File: config.mk
export PLATFORM = sky130hd
export DESIGN_NAME = uv_lamp_session_controller_core
export DESIGN_NICKNAME = d
export VERILOG_FILES = /design/src/rtl/uvlsc_pkg.sv /design/src/rtl/uv_lamp_session_controller_core.sv
export SDC_FILE = /design/constraint.sdc
export NUM_CORES = 1
export LEC_CHECK = 0
export BUFFER_PORTS_ARGS = -buffer_cell sky130_fd_sc_hd__buf_2
export CAP_MARGIN = 20
export CORE_ASPECT_RATIO = 0.9
export CORE_MARGIN = 10
export CORE_UTILIZATION = 54
export DETAILED_ROUTE_END_ITERATION = 16
export PLACE_DENSITY_LB_ADDON = 0.05
export SLEW_MARGIN = 20
export SYNTH_ARGS = -nofsm -noshare
export SYNTH_HDL_FRONTEND = slang
export SYNTH_SLANG_ARGS = --single-unit
File: constraint.sdc
create_clock -name clk -period 7 [get_ports clk]
set_clock_uncertainty 0.05 [all_clocks]
set_input_delay 1.05 -clock clk [delete_from_list [all_inputs] [get_ports clk]]
set_output_delay 1.05 -clock clk [all_outputs]
set_load 0.1 [all_outputs]
File: src/rtl/uvlsc_pkg.sv
// Shared types and codes for the UV lamp session controller.
package uvlsc_pkg;

  // Default sizing of the time and request id registers
  localparam int TIME_BITS_DEF = 32;
  localparam int ID_BITS_DEF   = 32;

  // Configuration register indexes
  localparam logic CFG_MAX_DURATION = 1'b0;
  localparam logic CFG_REQUIRED_POS = 1'b1;

  // Event operations
  localparam logic [2:0] OP_TICK      = 3'd0;
  localparam logic [2:0] OP_ACTION    = 3'd1;
  localparam logic [2:0] OP_CANCEL    = 3'd2;
  localparam logic [2:0] OP_SKIP      = 3'd3;
  localparam logic [2:0] OP_EMERGENCY = 3'd4;
  localparam logic [2:0] OP_BEGIN     = 3'd5;
  localparam logic [2:0] OP_REPORTED  = 3'd6;
  localparam logic [2:0] OP_RESTART   = 3'd7;

  // Session states
  localparam logic [2:0] ST_IDLE       = 3'd0;
  localparam logic [2:0] ST_VALIDATING = 3'd1;
  localparam logic [2:0] ST_RUNNING    = 3'd2;
  localparam logic [2:0] ST_STOPPING   = 3'd3;
  localparam logic [2:0] ST_COMPLETE   = 3'd4;
  localparam logic [2:0] ST_CANCELING  = 3'd5;
  localparam logic [2:0] ST_SKIPPING   = 3'd6;
  localparam logic [2:0] ST_FAULT      = 3'd7;

  // Lamp commands
  localparam logic [1:0] LAMP_NONE = 2'd0;
  localparam logic [1:0] LAMP_ON   = 2'd1;
  localparam logic [1:0] LAMP_OFF  = 2'd2;

  // Lamp belief
  localparam logic [1:0] BELIEF_UNKNOWN = 2'd0;
  localparam logic [1:0] BELIEF_OFF     = 2'd1;
  localparam logic [1:0] BELIEF_ON      = 2'd2;

  // Terminal outcomes
  localparam logic [2:0] TERM_NONE     = 3'd0;
  localparam logic [2:0] TERM_COMPLETE = 3'd1;
  localparam logic [2:0] TERM_FAULT    = 3'd2;
  localparam logic [2:0] TERM_REJECTED = 3'd3;
  localparam logic [2:0] TERM_CANCELED = 3'd4;
  localparam logic [2:0] TERM_SKIPPED  = 3'd5;

  // Fault kinds and levels
  localparam logic [1:0] FAULT_CLEAR  = 2'd0;
  localparam logic [1:0] FAULT_SAFETY = 2'd1;
  localparam logic [1:0] FAULT_IO     = 2'd2;
  localparam logic       LEVEL_WARNING     = 1'b0;
  localparam logic       LEVEL_RECOVERABLE = 1'b1;

  // Begin status
  localparam logic [1:0] BEGIN_OK       = 2'd0;
  localparam logic [1:0] BEGIN_NOT_IDLE = 2'd1;
  localparam logic [1:0] BEGIN_INVALID  = 2'd2;

  // Position status bits
  localparam int PS_VALID  = 0;
  localparam int PS_FRESH  = 1;
  localparam int PS_STABLE = 2;
  localparam int PS_MOVING = 3;

  typedef struct packed {
    logic [2:0]  operation;
    logic [31:0] now_time;
    logic [31:0] request_tag;
    logic [31:0] run_length;
    logic        safety_alarm;
    logic [3:0]  position_status;
    logic [2:0]  drum_position;
    logic [1:0]  action_kind;
    logic        action_ok;
  } event_t;

  typedef struct packed {
    logic [2:0] state_after;
    logic [1:0] lamp_command;
    logic [2:0] terminal_kind;
    logic [1:0] fault_kind;
    logic       fault_level;
    logic       report_now;
    logic [1:0] begin_status;
    logic [1:0] lamp_known;
    logic       terminal_pending;
  } result_t;

endpackage

File: src/rtl/uv_lamp_session_controller_core.sv
// UV lamp session controller: event register, session state update, result register.
// An accepted event waits in the event register and moves on to the result register once that is free.
// Throughput: one event per cycle while out_stall is low; the input and result registers form a two-entry pipe.
// Input stall rises only while the event register is full and the result is held.
// Reset (rst_n low, synchronous) empties both registers, clears the session state
// and sets both configuration registers to zero.
module uv_lamp_session_controller_core #(
  parameter int TIME_BITS = uvlsc_pkg::TIME_BITS_DEF,
  parameter int ID_BITS   = uvlsc_pkg::ID_BITS_DEF
) (
  input  logic               clk,
  input  logic               rst_n,
  input  logic               in_valid,
  output logic               in_stall,
  input  uvlsc_pkg::event_t  in_data,
  output logic               out_valid,
  input  logic               out_stall,
  output uvlsc_pkg::result_t out_data,
  input  logic               cfg_write_en,
  input  logic               cfg_index,
  input  logic [31:0]        cfg_wdata
);

  // Configuration registers
  logic [31:0] max_dur_r;
  logic [2:0]  req_pos_r;

  // Pipe registers
  logic               ev_valid_r;
  uvlsc_pkg::event_t  ev_r;
  logic               out_valid_r;
  uvlsc_pkg::result_t out_r;
  logic               out_free;
  logic               advance;

  // Session state
  logic [2:0]           state_r, state_nxt;
  logic [ID_BITS-1:0]   req_r, req_nxt;
  logic [31:0]          dur_r, dur_nxt;
  logic [TIME_BITS-1:0] start_r, start_nxt;
  logic [1:0]           pend_r, pend_nxt;
  logic [1:0]           belief_r, belief_nxt;
  logic [2:0]           term_r, term_nxt;
  logic [1:0]           fault_r, fault_nxt;
  logic                 level_r, level_nxt;
  logic                 reported_r, reported_nxt;

  uvlsc_pkg::result_t res;

  // Event fields at the register widths
  logic [TIME_BITS+31:0] now_wide;
  logic [TIME_BITS-1:0]  now_cut;
  logic [ID_BITS+31:0]   id_wide;
  logic [ID_BITS-1:0]    id_cut;
  logic [TIME_BITS-1:0]  elapsed;
  logic                  run_done;
  logic                  pos_bad;

  assign now_wide = {TIME_BITS'(0), ev_r.now_time};
  assign now_cut  = now_wide[TIME_BITS-1:0];
  assign id_wide  = {ID_BITS'(0), ev_r.request_tag};
  assign id_cut   = id_wide[ID_BITS-1:0];
  assign elapsed  = now_cut - start_r;
  assign run_done = {32'd0, elapsed} >= {TIME_BITS'(0), dur_r};
  assign pos_bad  = !ev_r.position_status[uvlsc_pkg::PS_VALID]
                 || !ev_r.position_status[uvlsc_pkg::PS_FRESH]
                 || !ev_r.position_status[uvlsc_pkg::PS_STABLE]
                 || ev_r.position_status[uvlsc_pkg::PS_MOVING]
                 || (ev_r.drum_position != req_pos_r);

  // Handshake: result register frees when empty or drained
  assign out_free  = !out_valid_r || !out_stall;
  assign advance   = ev_valid_r && out_free;
  assign in_stall  = ev_valid_r && !out_free;
  assign out_valid = out_valid_r;
  assign out_data  = out_r;

  // Apply one event to the session state
  always_comb begin
    state_nxt    = state_r;
    req_nxt      = req_r;
    dur_nxt      = dur_r;
    start_nxt    = start_r;
    pend_nxt     = pend_r;
    belief_nxt   = belief_r;
    term_nxt     = term_r;
    fault_nxt    = fault_r;
    level_nxt    = level_r;
    reported_nxt = reported_r;
    res          = '0;

    unique case (ev_r.operation)
      uvlsc_pkg::OP_TICK: begin
        if (state_r == uvlsc_pkg::ST_VALIDATING) begin
          if (ev_r.safety_alarm) begin
            state_nxt         = uvlsc_pkg::ST_FAULT;
            term_nxt          = uvlsc_pkg::TERM_FAULT;
            fault_nxt         = uvlsc_pkg::FAULT_SAFETY;
            level_nxt         = uvlsc_pkg::LEVEL_RECOVERABLE;
            res.terminal_kind = uvlsc_pkg::TERM_FAULT;
            res.fault_kind    = uvlsc_pkg::FAULT_SAFETY;
            res.fault_level   = uvlsc_pkg::LEVEL_RECOVERABLE;
            res.report_now    = 1'b1;
          end else if (pos_bad) begin
            state_nxt         = uvlsc_pkg::ST_FAULT;
            term_nxt          = uvlsc_pkg::TERM_REJECTED;
            fault_nxt         = uvlsc_pkg::FAULT_CLEAR;
            level_nxt         = uvlsc_pkg::LEVEL_WARNING;
            res.terminal_kind = uvlsc_pkg::TERM_REJECTED;
            res.report_now    = 1'b1;
          end else begin
            state_nxt        = uvlsc_pkg::ST_RUNNING;
            start_nxt        = now_cut;
            pend_nxt         = uvlsc_pkg::LAMP_ON;
            res.lamp_command = uvlsc_pkg::LAMP_ON;
          end
        end else if (state_r == uvlsc_pkg::ST_RUNNING && run_done) begin
          state_nxt        = uvlsc_pkg::ST_STOPPING;
          pend_nxt         = uvlsc_pkg::LAMP_OFF;
          res.lamp_command = uvlsc_pkg::LAMP_OFF;
        end
      end
      uvlsc_pkg::OP_ACTION: begin
        // Only the result of the pending command counts
        if (ev_r.action_kind == pend_r) begin
          pend_nxt = uvlsc_pkg::LAMP_NONE;
          if (pend_r == uvlsc_pkg::LAMP_ON) begin
            if (ev_r.action_ok) begin
              belief_nxt = uvlsc_pkg::BELIEF_ON;
            end else begin
              belief_nxt        = uvlsc_pkg::BELIEF_UNKNOWN;
              state_nxt         = uvlsc_pkg::ST_STOPPING;
              pend_nxt          = uvlsc_pkg::LAMP_OFF;
              res.lamp_command  = uvlsc_pkg::LAMP_OFF;
              term_nxt          = uvlsc_pkg::TERM_FAULT;
              fault_nxt         = uvlsc_pkg::FAULT_IO;
              level_nxt         = uvlsc_pkg::LEVEL_RECOVERABLE;
              res.terminal_kind = uvlsc_pkg::TERM_FAULT;
              res.fault_kind    = uvlsc_pkg::FAULT_IO;
              res.fault_level   = uvlsc_pkg::LEVEL_RECOVERABLE;
              res.report_now    = 1'b1;
            end
          end else if (pend_r == uvlsc_pkg::LAMP_OFF) begin
            belief_nxt = ev_r.action_ok ? uvlsc_pkg::BELIEF_OFF : uvlsc_pkg::BELIEF_UNKNOWN;
            if (state_r == uvlsc_pkg::ST_STOPPING) begin
              state_nxt = uvlsc_pkg::ST_COMPLETE;
              if (term_r == uvlsc_pkg::TERM_NONE) begin
                term_nxt          = uvlsc_pkg::TERM_COMPLETE;
                fault_nxt         = uvlsc_pkg::FAULT_CLEAR;
                level_nxt         = uvlsc_pkg::LEVEL_WARNING;
                res.terminal_kind = uvlsc_pkg::TERM_COMPLETE;
                res.report_now    = 1'b1;
              end else begin
                // Repeat the stored outcome, emit only if not yet reported
                res.terminal_kind = term_r;
                res.fault_kind    = fault_r;
                res.fault_level   = level_r;
                res.report_now    = !reported_r;
              end
            end else if (state_r == uvlsc_pkg::ST_CANCELING) begin
              state_nxt         = uvlsc_pkg::ST_COMPLETE;
              term_nxt          = uvlsc_pkg::TERM_CANCELED;
              fault_nxt         = uvlsc_pkg::FAULT_CLEAR;
              level_nxt         = uvlsc_pkg::LEVEL_WARNING;
              res.terminal_kind = uvlsc_pkg::TERM_CANCELED;
              res.report_now    = 1'b1;
            end else if (state_r == uvlsc_pkg::ST_SKIPPING) begin
              state_nxt         = uvlsc_pkg::ST_COMPLETE;
              term_nxt          = uvlsc_pkg::TERM_SKIPPED;
              fault_nxt         = uvlsc_pkg::FAULT_CLEAR;
              level_nxt         = uvlsc_pkg::LEVEL_WARNING;
              res.terminal_kind = uvlsc_pkg::TERM_SKIPPED;
              res.report_now    = 1'b1;
            end
          end
        end
      end
      uvlsc_pkg::OP_CANCEL, uvlsc_pkg::OP_SKIP: begin
        if (id_cut == req_r && (state_r == uvlsc_pkg::ST_VALIDATING ||
                                state_r == uvlsc_pkg::ST_RUNNING)) begin
          state_nxt        = (ev_r.operation == uvlsc_pkg::OP_CANCEL) ?
                             uvlsc_pkg::ST_CANCELING : uvlsc_pkg::ST_SKIPPING;
          pend_nxt         = uvlsc_pkg::LAMP_OFF;
          res.lamp_command = uvlsc_pkg::LAMP_OFF;
        end
      end
      uvlsc_pkg::OP_EMERGENCY: begin
        if (state_r != uvlsc_pkg::ST_IDLE && state_r != uvlsc_pkg::ST_COMPLETE &&
            state_r != uvlsc_pkg::ST_FAULT) begin
          state_nxt         = uvlsc_pkg::ST_STOPPING;
          pend_nxt          = uvlsc_pkg::LAMP_OFF;
          res.lamp_command  = uvlsc_pkg::LAMP_OFF;
          term_nxt          = uvlsc_pkg::TERM_FAULT;
          fault_nxt         = uvlsc_pkg::FAULT_SAFETY;
          level_nxt         = uvlsc_pkg::LEVEL_RECOVERABLE;
          res.terminal_kind = uvlsc_pkg::TERM_FAULT;
          res.fault_kind    = uvlsc_pkg::FAULT_SAFETY;
          res.fault_level   = uvlsc_pkg::LEVEL_RECOVERABLE;
          res.report_now    = 1'b1;
        end
      end
      uvlsc_pkg::OP_BEGIN: begin
        if (state_r != uvlsc_pkg::ST_IDLE) begin
          res.begin_status = uvlsc_pkg::BEGIN_NOT_IDLE;
        end else if (id_cut == '0 || ev_r.run_length == 32'd0 ||
                     ev_r.run_length > max_dur_r) begin
          res.begin_status = uvlsc_pkg::BEGIN_INVALID;
        end else begin
          req_nxt      = id_cut;
          dur_nxt      = ev_r.run_length;
          state_nxt    = uvlsc_pkg::ST_VALIDATING;
          start_nxt    = now_cut;
          reported_nxt = 1'b0;
          term_nxt     = uvlsc_pkg::TERM_NONE;
          pend_nxt     = uvlsc_pkg::LAMP_NONE;
          fault_nxt    = uvlsc_pkg::FAULT_CLEAR;
          level_nxt    = uvlsc_pkg::LEVEL_WARNING;
        end
      end
      uvlsc_pkg::OP_REPORTED: begin
        reported_nxt = 1'b1;
      end
      uvlsc_pkg::OP_RESTART: begin
        state_nxt    = uvlsc_pkg::ST_IDLE;
        req_nxt      = '0;
        dur_nxt      = '0;
        start_nxt    = '0;
        pend_nxt     = uvlsc_pkg::LAMP_NONE;
        belief_nxt   = uvlsc_pkg::BELIEF_OFF;
        term_nxt     = uvlsc_pkg::TERM_NONE;
        fault_nxt    = uvlsc_pkg::FAULT_CLEAR;
        level_nxt    = uvlsc_pkg::LEVEL_WARNING;
        reported_nxt = 1'b0;
      end
      default: begin
        state_nxt = state_r;
      end
    endcase

    res.state_after      = state_nxt;
    res.lamp_known       = belief_nxt;
    res.terminal_pending = !reported_nxt && (term_nxt != uvlsc_pkg::TERM_NONE);
  end

  // Configuration writes
  always_ff @(posedge clk) begin
    if (!rst_n) begin
      max_dur_r <= '0;
      req_pos_r <= '0;
    end else if (cfg_write_en) begin
      unique case (cfg_index)
        uvlsc_pkg::CFG_MAX_DURATION: max_dur_r <= cfg_wdata;
        uvlsc_pkg::CFG_REQUIRED_POS: req_pos_r <= cfg_wdata[2:0];
        default: max_dur_r <= max_dur_r;
      endcase
    end
  end

  // Event register: load on transfer, drop when it moves on
  always_ff @(posedge clk) begin
    if (!rst_n) begin
      ev_valid_r <= 1'b0;
    end else if (in_valid && !in_stall) begin
      ev_valid_r <= 1'b1;
    end else if (advance) begin
      ev_valid_r <= 1'b0;
    end
  end

  always_ff @(posedge clk) begin
    if (in_valid && !in_stall) begin
      ev_r <= in_data;
    end
  end

  // Result register: load on advance, drop when drained
  always_ff @(posedge clk) begin
    if (!rst_n) begin
      out_valid_r <= 1'b0;
    end else if (advance) begin
      out_valid_r <= 1'b1;
    end else if (!out_stall) begin
      out_valid_r <= 1'b0;
    end
  end

  always_ff @(posedge clk) begin
    if (advance) begin
      out_r <= res;
    end
  end

  // Session state: commit on advance
  always_ff @(posedge clk) begin
    if (!rst_n) begin
      state_r    <= uvlsc_pkg::ST_IDLE;
      req_r      <= '0;
      dur_r      <= '0;
      start_r    <= '0;
      pend_r     <= uvlsc_pkg::LAMP_NONE;
      belief_r   <= uvlsc_pkg::BELIEF_OFF;
      term_r     <= uvlsc_pkg::TERM_NONE;
      fault_r    <= uvlsc_pkg::FAULT_CLEAR;
      level_r    <= uvlsc_pkg::LEVEL_WARNING;
      reported_r <= 1'b0;
    end else if (advance) begin
      state_r    <= state_nxt;
      req_r      <= req_nxt;
      dur_r      <= dur_nxt;
      start_r    <= start_nxt;
      pend_r     <= pend_nxt;
      belief_r   <= belief_nxt;
      term_r     <= term_nxt;
      fault_r    <= fault_nxt;
      level_r    <= level_nxt;
      reported_r <= reported_nxt;
    end
  end

`ifndef SYNTHESIS
  a_emit_has_term: assert property (@(posedge clk) disable iff (!rst_n)
    out_valid_r && out_r.report_now |-> out_r.terminal_kind != uvlsc_pkg::TERM_NONE)
    else $error("emitted result without a terminal outcome");

  a_on_only_running: assert property (@(posedge clk) disable iff (!rst_n)
    out_valid_r && out_r.lamp_command == uvlsc_pkg::LAMP_ON |->
      out_r.state_after == uvlsc_pkg::ST_RUNNING)
    else $error("lamp on commanded outside running");

  a_idle_no_pending: assert property (@(posedge clk) disable iff (!rst_n)
    state_r == uvlsc_pkg::ST_IDLE |-> pend_r == uvlsc_pkg::LAMP_NONE)
    else $error("lamp command pending while idle");

  a_begin_refused_quiet: assert property (@(posedge clk) disable iff (!rst_n)
    out_valid_r && out_r.begin_status != uvlsc_pkg::BEGIN_OK |->
      out_r.lamp_command == uvlsc_pkg::LAMP_NONE && !out_r.report_now)
    else $error("refused begin produced a command or event");

  a_state_holds_without_advance: assert property (@(posedge clk) disable iff (!rst_n)
    !advance |=> $stable(state_r) || !rst_n)
    else $error("session state changed without an event");
`endif

endmodule

======== Yosys cells after proc, flatten, opt, wreduce, memory -nomap -nowiden ========
Index checks and enable logic that the tools add are counted.
storage, ports and cells
  word-level logic and storage cells ...... 245
  input port bits ......................... 148
  register bits after elaboration ......... 274
cells by class
  add/subtract/negate cells ............... 1
  reduce and logical (&&, ||, !) cells .... 44
  mux-type cells .......................... 127
  $lt $le $gt $ge ......................... 2
  eq/ne operators ......................... 36
  bitwise operators ....................... 2
operators by type and width
  operator                                        count
  2-to-1 mux 32 bit                               9
  one-hot mux 32 bit (2 select lines)             2
  2-to-1 mux 3 bit                                34
  one-hot mux 32 bit (3 select lines)             1
  2-to-1 mux 2 bit                                37
  logical NOT 32 bit                              2
  == test 32 bit                                  1
  greater-or-equal comparator 32 bit              1
  > comparator 32 bit                             1
  subtractor 32 bit                               1
  2-to-1 mux 1 bit                                29
  2-to-1 mux 9 bit                                3
  inequality test 3 bit (second input constant)   8
  2-to-1 mux 7 bit                                3
  one-hot mux 7 bit (3 select lines)              1
  == test 3 bit (second input constant)           6
  one-hot mux 3 bit (6 select lines)              1
  inequality test 2 bit (second input constant)   8
  one-hot mux 3 bit (5 select lines)              1
  == test 3 x 2 -> 1 bit (second input constant)  4
  one-hot mux 2 bit (6 select lines)              1
  AND reduction 12 bit                            1
  one-hot mux 2 bit (5 select lines)              1
  AND reduction 10 bit                            1
  other kinds (25)                                55

======== Longest topological paths before layout ========
  depth in word-level cells ............... 11
  mapped depth ............................ 23
  mapped depth without buffers ............ 23

======== Worst setup path before layout ========
Ideal clock, no wire load.
  path kind ............................... input -> register
  start point ............................. in out_stall
  end point ............................... reg ev_r[0] (netlist bit), enable pin
  stages on the path ...................... 2
  data arrival time ....................... 6567 ps
  setup slack ............................. -208 ps
  library setup time ...................... 591 ps
  data required time ...................... 6359 ps
  path through ............................ and3_1 nor2b_1
on the way
  cells in the longest elaborated chain, start to end .. 6
RTL lines
  what                  RTL line                                source
  from (decl)           uv_lamp_session_controller_core.sv:17   input logic out_stall,
  logical NOT 1 bit     --
  logical OR 1 bit      uv_lamp_session_controller_core.sv:72   assign out_free = !out_valid_r || !out_stall;
  logical NOT 1 bit     uv_lamp_session_controller_core.sv:74   assign in_stall = ev_valid_r && !out_free;
  logical AND 1 bit     uv_lamp_session_controller_core.sv:74
  logical NOT 1 bit     uv_lamp_session_controller_core.sv:271  if (in_valid && !in_stall) begin
  logical AND 1 bit     uv_lamp_session_controller_core.sv:271
  to (signal assigned)  uv_lamp_session_controller_core.sv:272  ev_r <= in_data;
  to (decl)             uv_lamp_session_controller_core.sv:30   uvlsc_pkg::event_t ev_r;
Every way passes these cells.
A chain may end at the register's enable or synchronous reset.

======== Final worst setup path ========
  start point ............................. reg ev_r (netlist bit now_cut[0])
  end point ............................... reg state_r[0]
on the way
  cells in the longest elaborated chain, start to end .. 6
RTL lines
  what                                RTL line                                source
  subtractor 32 bit                   uv_lamp_session_controller_core.sv:63   assign elapsed = now_cut - start_r;
  greater-or-equal comparator 32 bit  uv_lamp_session_controller_core.sv:64   assign run_done = {32'd0, elapsed} >= {TIME_BITS'(0), dur_r};
  logical AND 1 bit                   uv_lamp_session_controller_core.sv:117  end else if (state_r == uvlsc_pkg::ST_RUNNING && run_done) begin
  2-to-1 mux 3 bit                    uv_lamp_session_controller_core.sv:117
  2-to-1 mux 3 bit                    uv_lamp_session_controller_core.sv:94   if (state_r == uvlsc_pkg::ST_VALIDATING) begin
  one-hot mux 3 bit (6 select lines)  uv_lamp_session_controller_core.sv:92   unique case (ev_r.operation)
  to (signal assigned)                uv_lamp_session_controller_core.sv:296  state_r <= uvlsc_pkg::ST_IDLE;
  to (signal assigned)                uv_lamp_session_controller_core.sv:307  state_r <= state_nxt;
  to (decl)                           uv_lamp_session_controller_core.sv:37   logic [2:0] state_r, state_nxt;
Every way passes these cells.

==> results.toml <==
[yosys]
yosysSeqAreaShare_pct = 46.2
async_reset_ff_share_pct = 0
synth_cells = 1471
yosys_warnings = 0
ys_types = 80
syn_area_per_cell_um2 = 9.93
synth-compound-area-share_pct = 17.6
syn_area_mm2 = 0.0146
ys_ff_latch = 274
synthMuxAreaShare_pct = 0.351
synth-xor-area-share_pct = 3.96
synthFlopType = "dfxtp_1"
synth-edff-count = 127
synth_fa_ha_area_share_pct = 8.44
synth_fp_nets = 1717
synth_top_family_by_area = "simple AND/OR/NAND/NOR gates"
synthSimpleGateAreaFrac_pct = 17.9

[power]
p_total_mw = 3.95
peakVddDrop_mv = 0.185
p_per_area_mw_per_mm2 = 237
p_leak_nw = 6.00

[routing]
drc = 0
met1Wirelength_um = 17200
drt-total-wl_um = 35100
wl_met3_um = 1750
firstDrtPassIters = 6
met2_length_um = 15500
vias = 11000
drtAntennaViolNets = 0
routed.top_layer = "met4"
first_iter_violations = 666
avgRoutedWirePerCell_um = 17.6
viasPerCell = 5.54

[clock_tree]
clkTransAtPathRegs_ns = 0.06
clock_path_buffers = 3
cts_tree = "done"
post_cts_buffers = 0
clock_latency_ns = 0.55
cts_max_level = 1
clock-sinks = 274
clockRootBuffer = "clkbuf_16"
cts_hold_buf = 0
post_cts_resized = 0
numCtsBuffers = 29

[layout]
fin_area_mm2 = 0.0166
instances_no_fill = 1992
drive_gt1_share_pct = 19.4
nets = 1860
syn2layout_area_growth_pct = 13.9

[sta]
fmax_ghz = 0.172
slew_violations = 0
hold_viol = 0
relSlewSlack_pct = 39.3
tns_ns = 0
tightest_slew_ns = 0.910
fin_crit_sh_pct = 83.0
rsz0062_at_grt = "false"
min_period_ns = 5.81
setup_violations = 0

[die]
core_area_mm2 = 0.0268
die_area_mm2 = 0.0340
fp.dieW_um = 193
die_y_um = 176
initial_utilization_pct = 54.5
rows = 57
io_pins = 167

[grt]
grt_pass1_wl_um = 56900
antenna_found_initial = 1
grtUsageTotal_pct = 19.9
first_global_vias = 10700
grt_overflow = 0
grt_max_degree = 87

[setup_path]
crit_fanout = 4
crit_slowest_cell = "fa_1"
crit_required_ns = 7.38
critPathLaunchType = "register"
worstSetupEndpointType = "register"
cp.arrival_ns = 6.19
crit_top_cell = "o21ai_0"
crit_chain = "inv_1 > ha_1 > inv_1 > fa_1 > a211oi_1 > o21ai_0 > o21ai_0 > a41oi_1 > a41o_1 > a211oi_1 > o21ai_0 > a2111o_1 > o311ai_0 > ha_1 > a21o_1 > a21oi_1 > o22ai_1 > nor4bb_1 > a31oi_1 > o221ai_1 > o311ai_0 > o221a_2"
slowest_delay_ns = 0.43
critical_path_class = "reg -> reg"

[place]
dp_cells = 1937
hpwl_um = 25500
gp_congestion = 0.883
io_buffers = 166
place_area_mm2 = 0.0156

[worst_hold_path]
hp-class = "reg -> reg"

[outcome]
status = "finished, final reports clean"

[flow_run]
drv_cap = 0
worst paths after layout:
kind              cells past startpoint                       to                   from  slack, ns
hold reg to reg                       2    dur_r[6]$_SDFFE_PN0P_  dur_r[6]$_SDFFE_PN0P_       0.41
setup reg to reg                     22  state_r[0]$_SDFFE_PN0P_   now_cut[0]$_DFFE_PP_       1.19
setup / recovery                     22  state_r[0]$_SDFFE_PN0P_   now_cut[0]$_DFFE_PP_       1.19
hold / removal                        2    dur_r[6]$_SDFFE_PN0P_  dur_r[6]$_SDFFE_PN0P_       0.41
critical path: cells and delay by family, from the launching register on:
family	cells	cell delay, ns
buf+inv	2	0.13
simple gates	1	0.31
fa+ha+maj	3	0.91
flops	1	0.38
compound gates	16	3.91
power by group:
| group | switching, mW | internal, mW |
|---|---|---|
| combinational | 0.282 | 0.194 |
| sequential | 0.0563 | 1.75 |
| clock | 0.637 | 1.03 |
sequential cells by signal, summed over array words and instances, names as in the netlist, 3 cells and up:
| name | cells |
|---|---|
| state_r | 3 |
| req_r | 32 |
| max_dur_r | 32 |
| dur_r | 32 |
| req_pos_r | 3 |
| now_cut | 32 |
| term_r | 3 |
| ev_r | 46 |
| out_data | 17 |
| start_r | 32 |
| id_cut | 32 |
synthesized netlist by cell type, types with 39 or more instances:
cell | number | area share [%]
a21boi_0 | 77 | 4.0
a21boi_2 | 39 | 3.0
a21oi_1 | 54 | 1.8
clkbuf_1 | 39 | 1.0
dfxtp_1 | 147 | 20
edfxtp_1 | 127 | 26
ha_1 | 97 | 8.3
inv_1 | 110 | 2.8
nand2_1 | 199 | 5.1
nand2b_1 | 42 | 1.8
nand3_1 | 88 | 3.0
o21ai_0 | 53 | 1.8
xnor2_1 | 52 | 3.1
metal layers:
layer / up-vias / track usage (%)
met5: - / 0
li1: 5515 / -
met4: 0 / 4.33
met2: 283 / 30.8
met3: 42 / 3.26
met1: 5200 / 28.7
layout make-up:
class / instances / area (µm²)
antenna: 1 / 2.50
clock buffer: 38 / 769
clock inverter: 16 / 265
fill: 2329 / 10200
inverter: 112 / 420
multi-input combinational: 1020 / 7070
sequential: 274 / 6760
tap: 354 / 443
timing repair buffer: 177 / 916
placed cells by master (no fill, tap or decap), types with 5 or more instances in the layout:
master	n
and3_1	7
nand2_1	198
o21a_1	9
nand2b_1	42
nor2_1	37
nand3_1	88
clkbuf_16	29
inv_1	109
o211a_1	5
a21o_1	24
a21boi_1	23
clkbuf_1	8
o211ai_1	8
o21ai_0	53
nand3_2	34
ha_1	97
xnor2_1	52
xor2_1	14
nor4_1	20
bufinv_16	7
a21boi_2	39
buf_2	165
nor3_1	10
buf_4	12
nor2b_1	14
a211oi_1	9
a21oi_1	54
a21boi_0	77
nand4_1	22
dfxtp_1	147
edfxtp_1	127
stage by stage:
step	util (%)	hold slack, ns	worst slack, ns
final	62.1	0.406	1.19
after global routing	62.1	0.426	0.713
after CTS	62.0	0.408	1.23
after detailed placement	58.2	0.398	1.25
after global placement	58.2	0.394	1.41
after floorplan	-	0.381	1.90
logic make-up (layout without fill, tap and decap cells):
logic type,after synthesis,in the layout
and+or+nand+nor,502,502
muxes,5,5
AOI/OAI and AO/OA,349,349
buffers and inverters,177,343
other,0,1
xor gates and xnor gates,66,66
adders and majority gates,98,98
DFF,274,274
(Power assumes the default switching activity.)
